==> config.mk <==
export PLATFORM = sky130hd
export DESIGN_NAME = kmp_stream_matcher
export DESIGN_NICKNAME = d
export VERILOG_FILES = /design/src/hw/rtl/kmp_pkg.sv /design/src/hw/rtl/kmp_ram.sv /design/src/hw/rtl/kmp_ctrl.sv /design/src/hw/rtl/kmp_datapath.sv /design/src/hw/rtl/kmp_stream_matcher.sv
export SDC_FILE = /design/constraint.sdc
export NUM_CORES = 2
export LEC_CHECK = 0
export ABC_AREA = 1
export BUFFER_PORTS_ARGS = -buffer_cell sky130_fd_sc_hd__buf_2
export CAP_MARGIN = 10
export CORE_MARGIN = 2
export CORE_UTILIZATION = 45
export DETAILED_ROUTE_END_ITERATION = 12
export MAX_ROUTING_LAYER = met4
export PLACE_DENSITY = 0.61
export SYNTH_ARGS = -nofsm -noshare
export SYNTH_HDL_FRONTEND = slang
export SYNTH_SLANG_ARGS = --single-unit
==> constraint.sdc <==
create_clock -name clk -period 11.75 [get_ports clk]
set_input_delay 0.5875 -clock clk [delete_from_list [all_inputs] [get_ports clk]]
set_output_delay 0.5875 -clock clk [all_outputs]
set_load 0.1 [all_outputs]
==> src/hw/rtl/kmp_pkg.sv <==
package kmp_pkg;

	typedef enum logic [1:0] {
		OP_CLEAR  = 2'd0,
		OP_APPEND = 2'd1,
		OP_TEXT   = 2'd2,
		OP_NOP    = 2'd3
	} op_t;

	typedef enum logic [1:0] {
		ST_IDLE,
		ST_CMP,
		ST_FAIL,
		ST_MATCH
	} state_t;

	// controller -> datapath
	typedef struct packed {
		logic accept;        // input transfer this cycle
		logic pat_from_fail; // pattern read address and k from failure data
		logic f_sel_last;    // failure read at count-1 instead of k-1
		logic append_done;   // commit failure entry, grow pattern
		logic text_done;     // commit matched length, advance text
		logic match_done;    // load result, fall back, advance text
	} cmd_t;

	// datapath -> controller
	typedef struct packed {
		logic count_zero;
		logic count_full;
		logic k_zero;
		logic mismatch;
		logic k_full;
		logic out_busy;
		logic matched_zero;
	} sts_t;

endpackage

==> src/hw/rtl/kmp_ram.sv <==
module kmp_ram import kmp_pkg::*; #(
	parameter int WIDTH = 8,
	parameter int DEPTH = 64
) (
	input  logic                                   clk,
	input  logic                                   we,
	input  logic [(DEPTH > 1 ? $clog2(DEPTH) : 1)-1:0] waddr,
	input  logic [WIDTH-1:0]                       wdata,
	input  logic [(DEPTH > 1 ? $clog2(DEPTH) : 1)-1:0] raddr,
	output logic [WIDTH-1:0]                       rdata
);

	logic [WIDTH-1:0] mem_q [DEPTH];

	always_ff @(posedge clk) begin
		if (we) begin
			mem_q[waddr] <= wdata;
		end
		rdata <= mem_q[raddr];
	end

endmodule

==> src/hw/rtl/kmp_ctrl.sv <==
module kmp_ctrl import kmp_pkg::*; (
	input  logic clk,
	input  logic arst_n,
	input  logic in_valid,
	output logic in_ready,
	input  logic [1:0] op,
	input  sts_t sts,
	output cmd_t cmd
);

	state_t state_q, state_d;
	logic   append_q;
	logic   start;
	logic   fall;

	// accepted item needs the compare loop
	assign start = (op == OP_APPEND && !sts.count_zero && !sts.count_full) ||
	               (op == OP_TEXT && !sts.count_zero);
	assign fall  = !sts.k_zero && sts.mismatch;

	assign in_ready = (state_q == ST_IDLE);

	always_ff @(posedge clk or negedge arst_n) begin
		if (!arst_n) begin
			state_q  <= ST_IDLE;
			append_q <= 1'b0;
		end else begin
			state_q <= state_d;
			if (cmd.accept) begin
				append_q <= (op == OP_APPEND);
			end
		end
	end

	always_comb begin
		state_d = state_q;
		unique case (state_q)
			ST_IDLE: begin
				if (in_valid && start) state_d = ST_CMP;
			end
			ST_CMP: begin
				if (fall) state_d = ST_FAIL;
				else if (append_q) state_d = ST_IDLE;
				else if (sts.k_full) state_d = ST_MATCH;
				else state_d = ST_IDLE;
			end
			ST_FAIL: state_d = ST_CMP;
			ST_MATCH: begin
				if (!sts.out_busy) state_d = ST_IDLE;
			end
			default: state_d = ST_IDLE;
		endcase
	end

	always_comb begin
		cmd = '0;
		unique case (state_q)
			ST_IDLE: cmd.accept = in_valid;
			ST_CMP: begin
				if (!fall) begin
					if (append_q) cmd.append_done = 1'b1;
					else if (sts.k_full) cmd.f_sel_last = 1'b1;
					else cmd.text_done = 1'b1;
				end
			end
			ST_FAIL: cmd.pat_from_fail = 1'b1;
			ST_MATCH: begin
				cmd.f_sel_last = 1'b1;
				cmd.match_done = !sts.out_busy;
			end
			default: cmd = '0;
		endcase
	end

endmodule

==> src/hw/rtl/kmp_datapath.sv <==
module kmp_datapath import kmp_pkg::*; #(
	parameter int PATTERN_MAX = 64
) (
	input  logic        clk,
	input  logic        arst_n,
	input  logic [1:0]  op,
	input  logic [7:0]  byte_value,
	input  cmd_t        cmd,
	output sts_t        sts,
	input  logic        out_ready,
	output logic        out_valid,
	output logic [31:0] match_position
);

	localparam int AW = (PATTERN_MAX > 1) ? $clog2(PATTERN_MAX) : 1;
	localparam int CW = $clog2(PATTERN_MAX + 1);

	logic [CW-1:0] count_q, build_q, matched_q, k_q;
	logic [31:0]   text_q;
	logic [7:0]    byte_q;
	logic          out_valid_q;
	logic [31:0]   pos_q;

	logic [7:0]    pat_rdata;
	logic [CW-1:0] f_rdata;
	logic [CW-1:0] k_src, pat_ra_full, f_ra_full, k_inc, count_m1, k_m1;
	logic          pat_we, f_we;
	logic [CW-1:0] f_wdata;

	assign k_src       = (op == OP_TEXT) ? matched_q : build_q;
	assign pat_ra_full = cmd.pat_from_fail ? f_rdata : (cmd.accept ? k_src : k_q);
	assign count_m1    = count_q - CW'(1);
	assign k_m1        = k_q - CW'(1);
	assign f_ra_full   = cmd.f_sel_last ? count_m1 : k_m1;
	assign k_inc       = k_q + CW'(pat_rdata == byte_q);

	assign sts.count_zero   = (count_q == '0);
	assign sts.count_full   = (count_q == CW'(PATTERN_MAX));
	assign sts.k_zero       = (k_q == '0);
	assign sts.mismatch     = (pat_rdata != byte_q);
	assign sts.k_full       = (k_inc == count_q);
	assign sts.out_busy     = out_valid_q && !out_ready;
	assign sts.matched_zero = (matched_q == '0);

	assign pat_we  = cmd.accept && op == OP_APPEND && !sts.count_full;
	// first pattern byte has an empty prefix
	assign f_we    = (cmd.accept && op == OP_APPEND && sts.count_zero) || cmd.append_done;
	assign f_wdata = cmd.append_done ? k_inc : '0;

	kmp_ram #(.WIDTH(8), .DEPTH(PATTERN_MAX)) u_pattern (
		.clk   (clk),
		.we    (pat_we),
		.waddr (count_q[AW-1:0]),
		.wdata (byte_value),
		.raddr (pat_ra_full[AW-1:0]),
		.rdata (pat_rdata)
	);

	kmp_ram #(.WIDTH(CW), .DEPTH(PATTERN_MAX)) u_failure (
		.clk   (clk),
		.we    (f_we),
		.waddr (count_q[AW-1:0]),
		.wdata (f_wdata),
		.raddr (f_ra_full[AW-1:0]),
		.rdata (f_rdata)
	);

	always_ff @(posedge clk) begin
		if (cmd.accept) begin
			byte_q <= byte_value;
			k_q    <= k_src;
		end else if (cmd.pat_from_fail) begin
			k_q <= f_rdata;
		end
		if (cmd.match_done) begin
			pos_q <= text_q - 32'(count_q) + 32'd1;
		end
	end

	always_ff @(posedge clk or negedge arst_n) begin
		if (!arst_n) begin
			count_q     <= '0;
			build_q     <= '0;
			matched_q   <= '0;
			text_q      <= '0;
			out_valid_q <= 1'b0;
		end else begin
			// slot loads on a match, holds until its transfer
			out_valid_q <= cmd.match_done || (out_valid_q && !out_ready);
			if (cmd.accept) begin
				case (op)
					OP_CLEAR: begin
						count_q   <= '0;
						build_q   <= '0;
						matched_q <= '0;
						text_q    <= '0;
					end
					OP_APPEND: begin
						matched_q <= '0;
						text_q    <= '0;
						if (sts.count_zero) begin
							count_q <= CW'(1);
							build_q <= '0;
						end
					end
					OP_TEXT: begin
						if (sts.count_zero) text_q <= text_q + 32'd1;
					end
					default: ;
				endcase
			end
			if (cmd.append_done) begin
				build_q <= k_inc;
				count_q <= count_q + CW'(1);
			end
			if (cmd.text_done) begin
				matched_q <= k_inc;
				text_q    <= text_q + 32'd1;
			end
			if (cmd.match_done) begin
				matched_q <= f_rdata;
				text_q    <= text_q + 32'd1;
			end
		end
	end

	assign out_valid      = out_valid_q;
	assign match_position = pos_q;

endmodule

==> src/hw/rtl/kmp_stream_matcher.sv <==
// Channel  Signals                                   Direction  Moves
// -------  ----------------------------------------  ---------  --------------------------
// in       in_valid, in_ready, op, byte_value        sink       one command per transfer
// out      out_valid, out_ready, match_position      source     one match start per transfer
//
// Steps: clear, nop, an append to an empty or a full pattern and text with an empty
//   pattern finish in idle. Any other text byte or append adds the compare state, plus
//   failure-link and compare again per failure link followed (failure RAM read, then pattern
//   RAM read, each registered); a full match adds the match state for the fallback read.
// Reset: arst_n clears pattern length, prefix/match state, text index and the output slot.
// Stalls: a held result does not block input; only a second match waits for the slot to free.
module kmp_stream_matcher import kmp_pkg::*; #(
	parameter int PATTERN_MAX = 64
) (
	input  logic        clk,
	input  logic        arst_n,
	input  logic        in_valid,
	output logic        in_ready,
	input  logic [1:0]  op,
	input  logic [7:0]  byte_value,
	output logic        out_valid,
	input  logic        out_ready,
	output logic [31:0] match_position
);

	// command/status between sequencer and datapath
	cmd_t cmd;
	sts_t sts;

	// sequencer: idle / compare / failure-link / match
	kmp_ctrl u_ctrl (
		.clk      (clk),
		.arst_n   (arst_n),
		.in_valid (in_valid),
		.in_ready (in_ready),
		.op       (op),
		.sts      (sts),
		.cmd      (cmd)
	);

	// pattern and failure RAMs, counters, result register
	kmp_datapath #(.PATTERN_MAX(PATTERN_MAX)) u_dp (
		.clk            (clk),
		.arst_n         (arst_n),
		.op             (op),
		.byte_value     (byte_value),
		.cmd            (cmd),
		.sts            (sts),
		.out_ready      (out_ready),
		.out_valid      (out_valid),
		.match_position (match_position)
	);

	// a text byte against a stored pattern always goes through the compare loop
	a_text_busy: assert property (@(posedge clk) disable iff (!arst_n)
		in_valid && in_ready && op == OP_TEXT && !sts.count_zero |=> !in_ready)
		else $error("text transfer did not enter compare loop");

	// clear empties the pattern
	a_clear: assert property (@(posedge clk) disable iff (!arst_n)
		in_valid && in_ready && op == OP_CLEAR |=> sts.count_zero)
		else $error("clear left pattern non-empty");

	// any append drops match progress
	a_append: assert property (@(posedge clk) disable iff (!arst_n)
		in_valid && in_ready && op == OP_APPEND |=> sts.matched_zero)
		else $error("append kept match state");

endmodule
==> results.md <==
* Layout Utilization at 0.501
* RSZ-0062 raised after global routing: false
* Worst hold path type: in2async
* EDFF count, synth at 1,007
* Placeable core area at about 110,000 µm²
* CP Launch Type: flip-flop
* Detail Placement HPWL at 76,200 µm
* Max stage delay cell, worst path: ha_4
* Sum Neg Setup Slack at 0 ps
* Ant diodes at 0
* Pwr/cell area at 239 nW/µm²
* Area contributors post-synth: edfxtp_1, nand2_1, nand3_1
* Mean cell area of the mapped netlist at 11.0 µm²
* Num ports at 48
* Total CTS buffers at about 110
* Maximum number of pins on one net before global-route repair at between 100 and 150
* Maximum cell stage delay along the critical path at 690 ps
* Wire length of the first global-routing pass at 191,000 µm
* Count of final hold-check violations at 0
* Vias per cell at 5.49
* Yosys top cell by area: edfxtp_1
* Kind of cell adding the most delay to the critical path: simple AND/OR/NAND/NOR gates
* Worst hold slack across all endpoints at around 71 ps
* Post-CTS setup repair buffer count at 0
* Net count after synthesis at 4,444
* Yosys warning total at 0
* Row cnt at 119
* Depth of the worst register-to-register path at 28
* Post-synthesis to final-layout area growth at 10.2%
* Proportion of layout cells with a drive suffix above 1 at 0.0913
* Data arrival at the endpoint of the critical path at 7350 ps
* Overall overflow remaining after global route at 0
* Result of the run: finished, final reports clean
* Pre-Repair DR Iteration Count at 5
* Insertion delay to the later sink of the worst-skew pair at 700 ps
* GPL Wtd Cong at around 0.94
* Highest attainable clock frequency at 148 MHz
* Clock tree from TritonCTS: built
* Post-route DRC violation count at 0
* Reg clk slew, reported paths at 60 ps
* CTS sink count at 1,079
* Transition time of the tightest slew-check pin at around 1100 ps
* Worst IR drop on VDD at approximately 220 µV
* Die Y at 331 µm
* Most common flop cell mapped by yosys: edfxtp_1
* Critical setup path kind: reg2reg
* Area enclosed by the die boundary at between 100,000 and 150,000 µm²
* Hold-fix buffers at CTS at 0
* Leakage power at 20.7 nW
* Worst path buffer plus inverter count at 4
* Required @ worst endpoint at 12,340 ps
* Detail-routed net length per standard cell at 21.7 µm
* Residual antenna-violating net count after detailed routing at 0
* Top library cells by usage in the layout, fill and taps aside: edfxtp_1, nand2_1, inv_1
* Commonest non-fill, non-tap cell in the layout: edfxtp_1
* Wirelength, routed at ~130,000 µm
* Final number of max-transition violations at 0
* Crit end category: flip-flop
* Proportion of register bits with asynchronous set or reset after synthesis at 0.0528
* WP depth at 28
* Seq cells post-synth at about 1,100
* Resize count post-CTS at 0
* Clock Root Buffer: clkbuf_16
* Critical path fanouts, max at 113
* H-tree depth at 3
* I/O Buffers at 47
* Number of nets in the final layout at 4,425
* Mapped cell area at around 48,000 µm²
* Share of the cycle needed by the critical path after routing at 0.576
* Setup violators final at 0
* Fin Clk Skew at between 15 and 20 ps
* Top cell type's share of synthesized area at 0.630
* Vias in the first global route at 30,409
* Final critical path time including I/O delays and setup at 6760 ps
* Unique cell type count in the Yosys netlist at 54
* Global router's overall resource usage at 0.237
* Via count at ~32,000
* Initial standard-cell utilization of the core at 0.455
* Top cell by count, worst path: nand2_1
* Max Buffers Root-to-Sink at 3
* Rel. slew slack at 0.243
* Detailed Route Iter0 Violations at around 3,500
* Proportion of synthesized chip area in sequential cells at 0.666
* Maximum capacitance violations at 0
* Number of antenna violations at the first check in global routing at 0
* Number of instances in the synthesized netlist at 4,363
* Die outline width at between 300 and 400 µm
[per-layer routing]
| layer | share of wire | track usage | up-vias |
|---|---|---|---|
| met5 | 0 | - | - |
| met4 | 0.028 | 0.0697 | 0 |
| met3 | 0.062 | 0.0316 | 194 |
| met2 | 0.47 | 0.369 | 1095 |
| met1 | 0.44 | 0.327 | 15691 |
| li1 | - | - | 14999 |
[synth_stat cells, types with 42 or more instances]
cell,n
dfrtp_1,57
o21ai_0,234
a21oi_1,55
or2_2,104
ha_1,66
nand2_1,710
inv_1,586
o22ai_1,67
buf_2,42
edfxtp_1,1007
nand3_1,532
o211ai_1,201
nor2_1,330
clkbuf_1,152
[final cells by class]
class / instances / area, µm²
tap: 1391 / 1740
clock buffer: 147 / 2940
multi-input combinational: 2466 / 12900
fill: 9269 / 52700
inverter: 591 / 2230
sequential: 1079 / 32000
clock inverter: 59 / 489
timing repair buffer: 95 / 596
[where the power goes]
| part | switching [mW] | leakage [nW] | internal (mW) |
|---|---|---|---|
| registers | 0.0839 | 9.10 | 4.31 |
| logic | 3.53 | 9.96 | 1.35 |
| clock network | 1.48 | 1.68 | 1.90 |
| total | 5.10 | 20.7 | 7.56 |
[metrics by stage]
| stage | instance area (µm²) | total power [mW] | setup slack, ps | instances |
|---|---|---|---|---|
| global route | 52900 | 13.3 | 4470 | 5828 |
| floorplan | 48000 | 7.80 | 7720 | 4363 |
| finish | 52900 | 12.7 | 4990 | 5828 |
| CTS | 52900 | 12.7 | 5080 | 5828 |
| detailed placement | 49500 | 9.30 | 5110 | 5622 |
| global placement | 49500 | 9.27 | 5240 | 5622 |
[worst paths after layout]
kind                                 start                       to  slack (ps)
hold reg to reg            u_dp.text_q[31]          u_dp.text_q[31]         480
setup reg to reg            u_dp.byte_q[1]  u_dp.u_failure.rdata[1]        4990
max in group asynchronous           arst_n          u_dp.text_q[12]       11160
hold / removal                      arst_n           u_dp.text_q[4]          70
min in group clk                 out_ready           u_dp.out_valid         190
setup / recovery            u_dp.byte_q[1]  u_dp.u_failure.rdata[1]        4990
[cell families after synthesis]
group,after synthesis,share of synthesized area
simple gates,1731,0.158
compound gates,610,0.0788
flops,1079,0.666
fa+ha+maj,67,0.0176
buf+inv,818,0.0685
xor+xnor,58,0.0111
[sequential cells by signal (all words and copies together), names as in the netlist, 8 cells and up]
register / count
u_dp.u_pattern.mem_q: 512
u_dp.u_failure.mem_q: 448
u_dp.match_position: 32
u_dp.u_pattern.rdata: 8
u_dp.byte_q: 8
u_dp.text_q: 32
No activity file was read; power rests on OpenSTA's default activity.
